## config.mk

```make
export PLATFORM = sky130hd
export DESIGN_NAME = fifo_queue_unique_id_unit
export DESIGN_NICKNAME = d
export VERILOG_FILES = /design/src/rtl/core/fqid_pkg.sv /design/src/rtl/core/fifo_queue_unique_id_unit.sv /design/src/rtl/core/fqid_ring.sv
export SDC_FILE = /design/constraint.sdc
export NUM_CORES = 1
export LEC_CHECK = 0
export BUFFER_PORTS_ARGS = -buffer_cell sky130_fd_sc_hd__buf_4
export CORE_MARGIN = 5
export CORE_UTILIZATION = 45
export DETAILED_ROUTE_END_ITERATION = 8
export HOLD_SLACK_MARGIN = 0.1
export PLACE_DENSITY = 0.71
export SYNTH_ARGS = -nofsm -noshare
export SYNTH_HDL_FRONTEND = slang
export SYNTH_SLANG_ARGS = --single-unit
```

## constraint.sdc

```tcl
create_clock -name clk -period 19 [get_ports clk]
set_input_delay 0.95 -clock clk [delete_from_list [all_inputs] [get_ports clk]]
set_output_delay 0.95 -clock clk [all_outputs]
set_load 0.02 [all_outputs]
```

## src/rtl/core/fqid_pkg.sv

```systemverilog
// ----------------------------------------------------------------------------
// fqid_pkg
// Shared types and codes for the unique-id fifo queue: transaction payloads,
// status codes and sequencer states.
// ----------------------------------------------------------------------------
package fqid_pkg;

    localparam int ID_W   = 32;
    localparam int CNT_W  = 32;
    localparam int STAT_W = 3;
    localparam int OCC_W  = 5;

    // operation codes
    localparam logic CMD_ENQ = 1'b0;
    localparam logic CMD_DEQ = 1'b1;

    // result status codes
    localparam logic [STAT_W-1:0] ST_ENQ   = 3'd0;
    localparam logic [STAT_W-1:0] ST_DUP   = 3'd1;
    localparam logic [STAT_W-1:0] ST_FULL  = 3'd2;
    localparam logic [STAT_W-1:0] ST_DEQ   = 3'd3;
    localparam logic [STAT_W-1:0] ST_EMPTY = 3'd4;

    typedef struct packed {
        logic                    cmd;
        logic signed [ID_W-1:0]  entry_id;
        logic signed [CNT_W-1:0] entry_count;
    } fqid_in_t;

    typedef struct packed {
        logic [STAT_W-1:0]       status;
        logic signed [ID_W-1:0]  out_id;
        logic signed [CNT_W-1:0] out_count;
        logic [OCC_W-1:0]        occupancy;
        logic                    is_empty;
    } fqid_out_t;

    typedef enum logic [1:0] {
        S_IDLE,
        S_SCAN,
        S_UPDATE
    } fqid_state_t;

endpackage

```

## src/rtl/core/fifo_queue_unique_id_unit.sv

```systemverilog
// ----------------------------------------------------------------------------
// fifo_queue_unique_id_unit
// Bounded fifo queue of (id, count) entries that refuses an enqueue whose id
// is already queued, and refuses it when the ring is full.
// ----------------------------------------------------------------------------
// sequence: an enqueue reads the ring once per queued entry, compares each
//   id as its read data returns, ends the scan and then updates; a dequeue
//   reads the head entry only, and only when the queue is not empty
// flow: one transaction at a time, the next accepted once the result has
//   loaded into the output register; in_stall is high meanwhile
// reset: rst_n clears pointers, fill level and control; ring contents are
//   left as they are and only slots holding queued entries are ever read
// ----------------------------------------------------------------------------
module fifo_queue_unique_id_unit #(
    parameter int QUEUE_DEPTH = 16
) (
    input  logic                clk,
    input  logic                rst_n,
    input  logic                in_valid,
    output logic                in_stall,
    input  fqid_pkg::fqid_in_t  in_data,
    output logic                out_valid,
    input  logic                out_stall,
    output fqid_pkg::fqid_out_t out_data
);

    localparam int PTR_W  = (QUEUE_DEPTH > 1) ? $clog2(QUEUE_DEPTH) : 1;
    localparam int FILL_W = $clog2(QUEUE_DEPTH + 1);
    localparam logic [PTR_W-1:0]  LAST_SLOT = PTR_W'(QUEUE_DEPTH - 1);
    localparam logic [FILL_W-1:0] FULL_LVL  = FILL_W'(QUEUE_DEPTH);

    // sequencer
    fqid_pkg::fqid_state_t state_reg, state_next;

    // captured transaction
    logic                                 cmd_reg, cmd_next;
    logic signed [fqid_pkg::ID_W-1:0]     id_reg, id_next;
    logic signed [fqid_pkg::CNT_W-1:0]    cnt_reg, cnt_next;

    // scan control
    logic [PTR_W-1:0]  scan_ptr_reg, scan_ptr_next;
    logic [FILL_W-1:0] scan_cnt_reg, scan_cnt_next;
    logic [FILL_W-1:0] scan_lim_reg, scan_lim_next;
    logic              rd_vld_reg, rd_vld_next;
    logic              dup_reg, dup_next;

    // queue state
    logic [PTR_W-1:0]  head_reg, head_next;
    logic [PTR_W-1:0]  tail_reg, tail_next;
    logic [FILL_W-1:0] fill_reg, fill_next;

    // output register
    logic                 out_valid_reg, out_valid_next;
    fqid_pkg::fqid_out_t  out_data_reg, out_data_next;

    // ring port
    logic                               rd_en;
    logic                               wr_en;
    logic signed [fqid_pkg::ID_W-1:0]   rd_id;
    logic signed [fqid_pkg::CNT_W-1:0]  rd_count;

    logic accept;
    logic scan_done;
    logic out_free;

    function automatic logic [PTR_W-1:0] next_slot(input logic [PTR_W-1:0] p);
        begin
            next_slot = (p == LAST_SLOT) ? '0 : p + 1'b1;
        end
    endfunction

    fqid_ring #(
        .QUEUE_DEPTH (QUEUE_DEPTH),
        .PTR_W       (PTR_W)
    ) u_ring (
        .clk      (clk),
        .wr_en    (wr_en),
        .wr_addr  (tail_reg),
        .wr_id    (id_reg),
        .wr_count (cnt_reg),
        .rd_en    (rd_en),
        .rd_addr  (scan_ptr_reg),
        .rd_id    (rd_id),
        .rd_count (rd_count)
    );

    assign in_stall  = (state_reg != fqid_pkg::S_IDLE);
    assign accept    = in_valid && (state_reg == fqid_pkg::S_IDLE);
    // one ring read per cycle until the scan limit is reached
    assign rd_en     = (state_reg == fqid_pkg::S_SCAN) && (scan_cnt_reg != scan_lim_reg);
    // last read issued and its data already compared
    assign scan_done = (scan_cnt_reg == scan_lim_reg) && !rd_vld_reg;
    assign out_free  = !out_valid_reg || !out_stall;

    assign out_valid = out_valid_reg;
    assign out_data  = out_data_reg;

    // next state
    always_comb
    begin
        state_next = state_reg;
        case (state_reg)
            fqid_pkg::S_IDLE:
            begin
                if (accept)
                begin
                    state_next = fqid_pkg::S_SCAN;
                end
            end
            fqid_pkg::S_SCAN:
            begin
                if (scan_done)
                begin
                    state_next = fqid_pkg::S_UPDATE;
                end
            end
            fqid_pkg::S_UPDATE:
            begin
                // hold the result until the output register frees up
                if (out_free)
                begin
                    state_next = fqid_pkg::S_IDLE;
                end
            end
            default:
            begin
                state_next = fqid_pkg::S_IDLE;
            end
        endcase
    end

    // datapath and outputs
    always_comb
    begin
        cmd_next       = cmd_reg;
        id_next        = id_reg;
        cnt_next       = cnt_reg;
        scan_ptr_next  = scan_ptr_reg;
        scan_cnt_next  = scan_cnt_reg;
        scan_lim_next  = scan_lim_reg;
        rd_vld_next    = rd_en;
        dup_next       = dup_reg;
        head_next      = head_reg;
        tail_next      = tail_reg;
        fill_next      = fill_reg;
        wr_en          = 1'b0;
        out_data_next  = out_data_reg;
        out_valid_next = out_valid_reg && out_stall;

        case (state_reg)
            fqid_pkg::S_IDLE:
            begin
                if (accept)
                begin
                    cmd_next      = in_data.cmd;
                    id_next       = in_data.entry_id;
                    cnt_next      = in_data.entry_count;
                    scan_ptr_next = head_reg;
                    scan_cnt_next = '0;
                    dup_next      = 1'b0;
                    // enqueue scans every queued id, dequeue reads the head only
                    if (in_data.cmd == fqid_pkg::CMD_ENQ)
                    begin
                        scan_lim_next = fill_reg;
                    end
                    else
                    begin
                        scan_lim_next = (fill_reg != '0) ? FILL_W'(1) : '0;
                    end
                end
            end
            fqid_pkg::S_SCAN:
            begin
                if (rd_en)
                begin
                    scan_ptr_next = next_slot(scan_ptr_reg);
                    scan_cnt_next = scan_cnt_reg + 1'b1;
                end
                // compare runs in the cycle after the read, on the registered read data
                if (rd_vld_reg && (cmd_reg == fqid_pkg::CMD_ENQ) && (rd_id == id_reg))
                begin
                    dup_next = 1'b1;
                end
            end
            fqid_pkg::S_UPDATE:
            begin
                if (out_free)
                begin
                    out_valid_next          = 1'b1;
                    out_data_next.out_id    = '0;
                    out_data_next.out_count = '0;
                    if (cmd_reg == fqid_pkg::CMD_ENQ)
                    begin
                        if (dup_reg)
                        begin
                            out_data_next.status = fqid_pkg::ST_DUP;
                        end
                        else if (fill_reg == FULL_LVL)
                        begin
                            out_data_next.status = fqid_pkg::ST_FULL;
                        end
                        else
                        begin
                            out_data_next.status = fqid_pkg::ST_ENQ;
                            wr_en     = 1'b1;
                            tail_next = next_slot(tail_reg);
                            fill_next = fill_reg + 1'b1;
                        end
                    end
                    else
                    begin
                        if (fill_reg == '0)
                        begin
                            out_data_next.status = fqid_pkg::ST_EMPTY;
                        end
                        else
                        begin
                            out_data_next.status    = fqid_pkg::ST_DEQ;
                            out_data_next.out_id    = rd_id;
                            out_data_next.out_count = rd_count;
                            head_next = next_slot(head_reg);
                            fill_next = fill_reg - 1'b1;
                        end
                    end
                    out_data_next.occupancy = fqid_pkg::OCC_W'(fill_next);
                    out_data_next.is_empty  = (fill_next == '0);
                end
            end
            default:
            begin
            end
        endcase
    end

    // control registers
    always_ff @(posedge clk or negedge rst_n)
    begin
        if (!rst_n)
        begin
            state_reg     <= fqid_pkg::S_IDLE;
            scan_ptr_reg  <= '0;
            scan_cnt_reg  <= '0;
            scan_lim_reg  <= '0;
            rd_vld_reg    <= 1'b0;
            dup_reg       <= 1'b0;
            head_reg      <= '0;
            tail_reg      <= '0;
            fill_reg      <= '0;
            out_valid_reg <= 1'b0;
        end
        else
        begin
            state_reg     <= state_next;
            scan_ptr_reg  <= scan_ptr_next;
            scan_cnt_reg  <= scan_cnt_next;
            scan_lim_reg  <= scan_lim_next;
            rd_vld_reg    <= rd_vld_next;
            dup_reg       <= dup_next;
            head_reg      <= head_next;
            tail_reg      <= tail_next;
            fill_reg      <= fill_next;
            out_valid_reg <= out_valid_next;
        end
    end

    // payload registers
    always_ff @(posedge clk)
    begin
        cmd_reg      <= cmd_next;
        id_reg       <= id_next;
        cnt_reg      <= cnt_next;
        out_data_reg <= out_data_next;
    end

endmodule

```

## src/rtl/core/fqid_ring.sv

```systemverilog
// ----------------------------------------------------------------------------
// fqid_ring
// Ring storage for queued entries: one write port, one read port with
// registered read data.
// ----------------------------------------------------------------------------
module fqid_ring #(
    parameter int QUEUE_DEPTH = 16,
    parameter int PTR_W       = 4
) (
    input  logic                             clk,
    input  logic                             wr_en,
    input  logic [PTR_W-1:0]                 wr_addr,
    input  logic signed [fqid_pkg::ID_W-1:0] wr_id,
    input  logic signed [fqid_pkg::CNT_W-1:0] wr_count,
    input  logic                             rd_en,
    input  logic [PTR_W-1:0]                 rd_addr,
    output logic signed [fqid_pkg::ID_W-1:0] rd_id,
    output logic signed [fqid_pkg::CNT_W-1:0] rd_count
);

    logic signed [fqid_pkg::ID_W-1:0]  id_mem    [QUEUE_DEPTH];
    logic signed [fqid_pkg::CNT_W-1:0] count_mem [QUEUE_DEPTH];

    always_ff @(posedge clk)
    begin
        if (wr_en)
        begin
            id_mem[wr_addr]    <= wr_id;
            count_mem[wr_addr] <= wr_count;
        end
    end

    always_ff @(posedge clk)
    begin
        if (rd_en)
        begin
            rd_id    <= id_mem[rd_addr];
            rd_count <= count_mem[rd_addr];
        end
    end

endmodule

```

==> flow_summary.yaml, run 1 <==
timing:
  slew_violations: 0
  fin_worst_skew_ns: 0.0273
  post-route-period-util_pct: 22.5
  fin_crit_ns: 4.27
  max-slew-margin-rel_pct: 16.9
  tightest_slew_ns: 1.24
  fin_tns_setup_ns: 0
  fmax_mhz: 234
  rsz0062_at_grt: "false"
  setup_violations: 0
  hold_viol_final: 0
final_layout:
  syn_to_final_growth_pct: 14.5
  drive_gt1_share_pct: 31.4
  final_cells: 3645
  fill_cells: 7737
  post-route-util_pct: 52.0
  nNetsFinal: 2235
setup_path:
  crit_required_ns: 19.32
  path_max_fanout: 35
  r2r-start: "fill_reg[0]$_DFFE_PN0P_"
  worstPathArrival_ns: 4.59
  cp-end-kind: "register"
  crit_family: "simple AND/OR/NAND/NOR gates"
  path_class: "reg -> reg"
  startpoint_type: "register"
  critPathMaxStageDelay_ns: 0.99
  worstPathCellList: "inv_1, ha_1, nor3b_2, a2111oi_4, nand2_1, nor2_4, buf_4"
  worst-path-buf-inv: 2
  critPathSlowestCell: "nor2_4"
  startpoint: "fill_reg[0]$_DFFE_PN0P_"
logic_synthesis:
  synth_top_cell_area_share_pct: 78.1
  ys.flop_type: "edfxtp_1"
  ys_seq_elements: 1258
  synth.avg_cell_area_um2: 24.2
  synthTopCellsByCount: "edfxtp_1, mux4_2, and2_1"
  synth_largest_area_cell: "edfxtp_1"
  syn_nets: 2026
  postSynthCellCount: 1948
  yosysWarnings: 0
  ys_top_cells_by_area: "edfxtp_1, mux4_2, dfrtp_1"
  ys_seq_area_share_pct: 79.8
  synth_area_um2: 47200
  synthArstFlopShare_pct: 2.54
  synth_cell_type_count: 48
  synth-edff-count: 1226
  synth.most_common_cell: "edfxtp_1"
clocking:
  path_clk_slew_ns: 0.06
  root_buffer: "clkbuf_16"
  cts_max_level: 3
  numCtsBuffers: 120
  postCtsHoldBufs: 0
  cts_resized: 0
  post_cts_buffers: 0
  cts_tree: "done"
  worst_skew_pair.late_latency_ns: 0.70
  cts_sinks: 1258
  clk_path_buf_depth: 3
die:
  die_area_um2: 111000
  dieWidth_um: 334
  start_util_pct: 45.4
  num_io_pins: 144
  fp.coreArea_um2: 104000
  placementRows: 118
  fp.dieH_um: 334
pwr:
  ir_drop_v: 0.0000829
  power_density_nw_per_um2: 142
  leakagePower_nw: 17.0
run_status:
  status: "finished clean"
placement:
  gp_congestion: 0.786
  dp_hpwl_um: 54600
  numPortBuffers: 143
  post-place-cells: 3415
global_routing:
  antenna_found_initial: 1
  grt_pass1_wl_um: 149000
  grt_pass1_vias: 21900
  grt_overflow: 0
  grt_max_degree: 172
  grt_use_total_pct: 18.0
drt:
  ant_nets: 0
  via_count: 20900
  drtPass1Iterations: 5
  drt-initial-drc-count: 2128
  post-route-drc-count: 0
  avgRoutedWirePerCell_um: 27.6
  drt_wl_total_um: 101000
  drt-vias-per-instance: 5.74
flow_run:
  drv_cap: 0
hold_path:
  hold_class: "in -> async"
==> worst paths after layout <==
kind	end	slack (ns)	cells after the start
max in group asynchronous	scan_ptr_reg[1]$_DFFE_PN0P_	18.41	1
max	u_ring.id_mem[11][1]$_DFFE_PP_	14.73	7
min in group clk	id_reg[19]$_DFFE_PP_	0.42	1
min	out_valid$_DFF_PN0_	0.22	1
min reg2reg	scan_lim_reg[2]$_DFFE_PN0P_	0.50	2
max reg2reg	u_ring.id_mem[11][1]$_DFFE_PP_	14.73	7
==> per-stage QoR <==
stage	worst slack, ns	total power [mW]	area (um^2)	hold slack, ns
2_1_floorplan	12.17	4.78	47200	0.456
3_3_place_gp	14.48	5.26	49900	0.486
3_5_place_dp	14.37	5.31	49900	0.488
4_1_cts	14.59	7.75	54000	0.188
5_1_grt	14.29	7.98	54000	0.219
6_report	14.73	7.66	54000	0.217
==> cell families after synthesis <==
logic type	synth area share, %
simple gates	1.95
fa+ha+maj	0.239
xor+xnor	0.854
compound gates	0.605
buf+inv	1.11
mux	15.5
flops	79.8
==> placed cells by master, fill, tap and decap left out, types with 5 or more instances in the layout <==
| cell | count |
|---|---|
| clkinv_2 | 27 |
| bufinv_16 | 18 |
| ha_1 | 9 |
| a21oi_1 | 6 |
| inv_1 | 10 |
| clkinvlp_4 | 5 |
| and2_1 | 65 |
| mux4_2 | 320 |
| edfxtp_1 | 1226 |
| clkbuf_16 | 123 |
| dfrtp_1 | 28 |
| nand4_1 | 11 |
| buf_4 | 173 |
| clkbuf_1 | 20 |
| o21ai_0 | 9 |
| xor2_1 | 12 |
| nor2_1 | 10 |
| xnor2_1 | 34 |
| nand3_1 | 8 |
| o31ai_1 | 5 |
| nand2_1 | 31 |
| clkinv_1 | 24 |
| nor2_4 | 12 |
| mux2_2 | 5 |
==> power breakdown <==
group	switching (mW)	internal (mW)	total [mW]	leakage, nW
combinational	0.769	0.757	1.53	3.48
clock	1.01	1.43	2.44	1.99
sequential	0.277	3.41	3.69	11.5
total	2.06	5.60	7.66	17.0
==> final cells by class <==
| type | count | area (um^2) | area share (%) |
|---|---|---|---|
| multi-input combinational | 590 | 9150 | 17.0 |
| clock inverter | 83 | 927 | 1.72 |
| antenna | 4 | 10.0 | 0.0185 |
| sequential | 1258 | 37600 | 69.7 |
| inverter | 12 | 50.0 | 0.0927 |
| clock buffer | 143 | 3150 | 5.84 |
| timing repair buffer | 175 | 1340 | 2.48 |
| tap | 1380 | 1730 | 3.20 |
==> per-layer routing <==
metal | wire, um | vias up | GRT usage (%)
met5 | 0 | - | 0
met2 | 51600 | 861 | 30.6
met4 | 1530 | 0 | 3.85
met1 | 40500 | 11300 | 25.1
li1 | - | 8667 | -
met3 | 6910 | 120 | 2.93
Note: power is estimated with default switching activity, not from simulation.
==> run 2, diff against run 1 <==
ABC_AREA = 1   (was unset)
clock period = 4.4 ns   (was 19 ns; I/O delays follow)
==> flow_summary.yaml, run 2 <==
run_status:
  status: "finished clean"
global_routing:
  busiest_layer: "met2"
  antenna_found_initial: 0
  met2_usage_pct: 32.1
  grt_pass1_wl_um: 176000
  grt_pass1_vias: 29300
  grt_max_degree: 190
  grtUsageMet1_pct: 27.1
  use_met3_pct: 3.37
  grt_overflow: 0
  grt_use_total_pct: 19.7
die:
  placementRows: 120
  fp.dieH_um: 340
  start_util_pct: 45.5
  dieWidth_um: 340
  num_io_pins: 144
  die_area_um2: 115000
  fp.coreArea_um2: 108000
pwr:
  power_density_nw_per_um2: 647
  ir_drop_v: 0.000564
  leakagePower_nw: 18.9
timing:
  fin_tns_setup_ns: 0
  rsz0062_at_grt: "false"
  tightest_slew_ns: 1.19
  fin_worst_skew_ns: 0.0329
  fin_crit_ns: 3.30
  max-slew-margin-rel_pct: 20.4
  fmax_mhz: 303
  setup_violations: 0
  post-route-period-util_pct: 75.0
  worst_slack_ns: 1.10
  slew_violations: 0
  hold_viol_final: 0
hold_path:
  hold_depth: 2
  hold_end: "id_reg[26]$_DFFE_PP_"
  hold_class: "in -> reg"
  hp-start: "in_data[58]"
flow_run:
  drv_cap: 0
setup_path:
  r2r-start: "out_valid$_DFF_PN0_"
  r2r-end: "u_ring.id_mem[14][5]$_DFFE_PP_"
  path_class: "reg -> reg"
  rrSetupSlack_ns: 1.10
  path_max_fanout: 50
  reg2regPathDepth: 8
  worstPathCellList: "nand2_1, nand3_1, inv_4, nand3_1, inv_1, nand2_1, nor2_4, buf_12"
  startpoint_type: "register"
  cp-end-kind: "register"
  crit_required_ns: 4.76
  critPathSlowestCell: "nor2_4"
  worstPathArrival_ns: 3.66
  critPathMaxStageDelay_ns: 0.53
logic_synthesis:
  synth_top_cell_area_share_pct: 75.3
  synthArstFlopShare_pct: 2.54
  ys_top_cells_by_area: "edfxtp_1, nor2_1, o21ai_0"
  synth.most_common_cell: "edfxtp_1"
  synth.avg_cell_area_um2: 13.6
  synth_cell_type_count: 30
  synthTopCellsByCount: "edfxtp_1, nor2_1, o21ai_0"
  ys.flop_type: "edfxtp_1"
  postSynthCellCount: 3581
  synth-edff-count: 1226
  synth_largest_area_cell: "edfxtp_1"
  ys_seq_area_share_pct: 77.0
  syn_nets: 3659
  yosysWarnings: 0
  ys_seq_elements: 1258
  synth_area_um2: 48900
placement:
  numPortBuffers: 143
  dp_hpwl_um: 60700
  dp_slack_ns: 1.19
  gp_congestion: 0.788
drt:
  via_count: 29900
  ant_nets: 0
  drtPass1Iterations: 5
  drt_wl_total_um: 116000
  post-route-drc-count: 0
  drt-initial-drc-count: 3092
  avgRoutedWirePerCell_um: 22.1
  drt-vias-per-instance: 5.67
clocking:
  post_cts_buffers: 0
  path_clk_slew_ns: 0.06
  numCtsBuffers: 131
  clk_path_buf_depth: 3
  cts_resized: 0
  cts_tree: "done"
  worst_skew_pair.late_latency_ns: 0.74
  root_buffer: "clkbuf_16"
  cts_sinks: 1258
  cts_max_level: 4
final_layout:
  final_cell_mix: "edfxtp_1, nor2_1, o21ai_0, nand2_1, buf_4"
  nNetsFinal: 3838
  fill_cells: 8700
  drive_gt1_share_pct: 10.7
  post-route-util_pct: 52.3
  diodes: 0
  syn_to_final_growth_pct: 15.1
  layout_commonest_cell: "edfxtp_1"
[run 2: changes by cell type in the layout (fill, tap and decap cells not counted), moves of 111 or more]
cell      change
nor2_1      +738
o21ai_0     +452
mux4_2      -320
nand2_1     +172
nand3_1     +159
o211ai_1    +128
o221ai_1    +127
inv_1       +111
[run 2: kinds of logic (layout without fill, tap and decap cells)]
kind of cell	after synthesis	count (layout)	synth area share, %
flip-flops	1258	1258	77.0
AND/OR/NAND/NOR	1144	1144	9.27
AO/OA/AOI/OAI	796	796	9.81
buffers and inverters	353	637	3.34
XOR/XNOR	21	21	0.376
adder cells (fa/ha/maj)	9	9	0.230
[run 2: stage by stage]
step | std cells | hold slack [ns] | power [mW] | area [um^2]
detailed placement | 4961 | 0.197 | 25.9 | 51400
global route | 5268 | 0.186 | 38.2 | 56200
floorplan | 3581 | -0.0756 | 22.5 | 48900
finish | 5268 | 0.209 | 36.4 | 56200
global placement | 4961 | 0.187 | 25.6 | 51400
CTS | 5268 | 0.154 | 36.6 | 56200
[run 2: power breakdown]
group | switching, mW | internal [mW] | total (mW) | leakage [nW]
clock network | 4.53 | 6.16 | 10.7 | 2.02
logic | 6.64 | 2.82 | 9.47 | 5.41
registers | 1.17 | 15.0 | 16.2 | 11.5
[run 2: area by class of cell]
cell class	instances	area (um^2)	area share [%]
inverter	128	505	0.899
multi-input combinational	1970	9740	17.3
timing repair buffer	271	2450	4.37
tap	1403	1760	3.12
sequential	1258	37600	66.9
clock buffer	162	3470	6.17
clock inverter	76	679	1.21
[run 2: worst max-delay path by stage]
stage / from / end / slack (ns) / cells past startpoint
floorplan: out_valid$_DFF_PN0_ / u_ring.count_mem[0][0]$_DFFE_PP_ / -0.67 / 7
global placement: out_valid$_DFF_PN0_ / u_ring.id_mem[14][0]$_DFFE_PP_ / 1.26 / 8
detailed placement: out_valid$_DFF_PN0_ / u_ring.id_mem[14][2]$_DFFE_PP_ / 1.19 / 8
CTS: out_valid$_DFF_PN0_ / u_ring.id_mem[14][1]$_DFFE_PP_ / 1.15 / 8
global route: out_valid$_DFF_PN0_ / u_ring.id_mem[14][1]$_DFFE_PP_ / 0.97 / 8
finish: out_valid$_DFF_PN0_ / u_ring.id_mem[14][5]$_DFFE_PP_ / 1.10 / 8
[run 2: timing repair]
item,CTS,global route
hold buffers,69,0
hold endpoints to repair,104,0
setup endpoints to repair,0,0
[run 2: critical path, delay by kind of cell, from the launching register on]
kind / cells / cell delay [ns]
buffers and inverters: 3 / 0.86
DFF: 1 / 0.38
and+or+nand+nor: 5 / 1.63
[run 2: routing by layer]
layer	vias up	part of all wire, %
met1	14800	42
met5	-	0
met4	0	2.8
met2	1296	48
li1	13500	-
met3	229	7.5
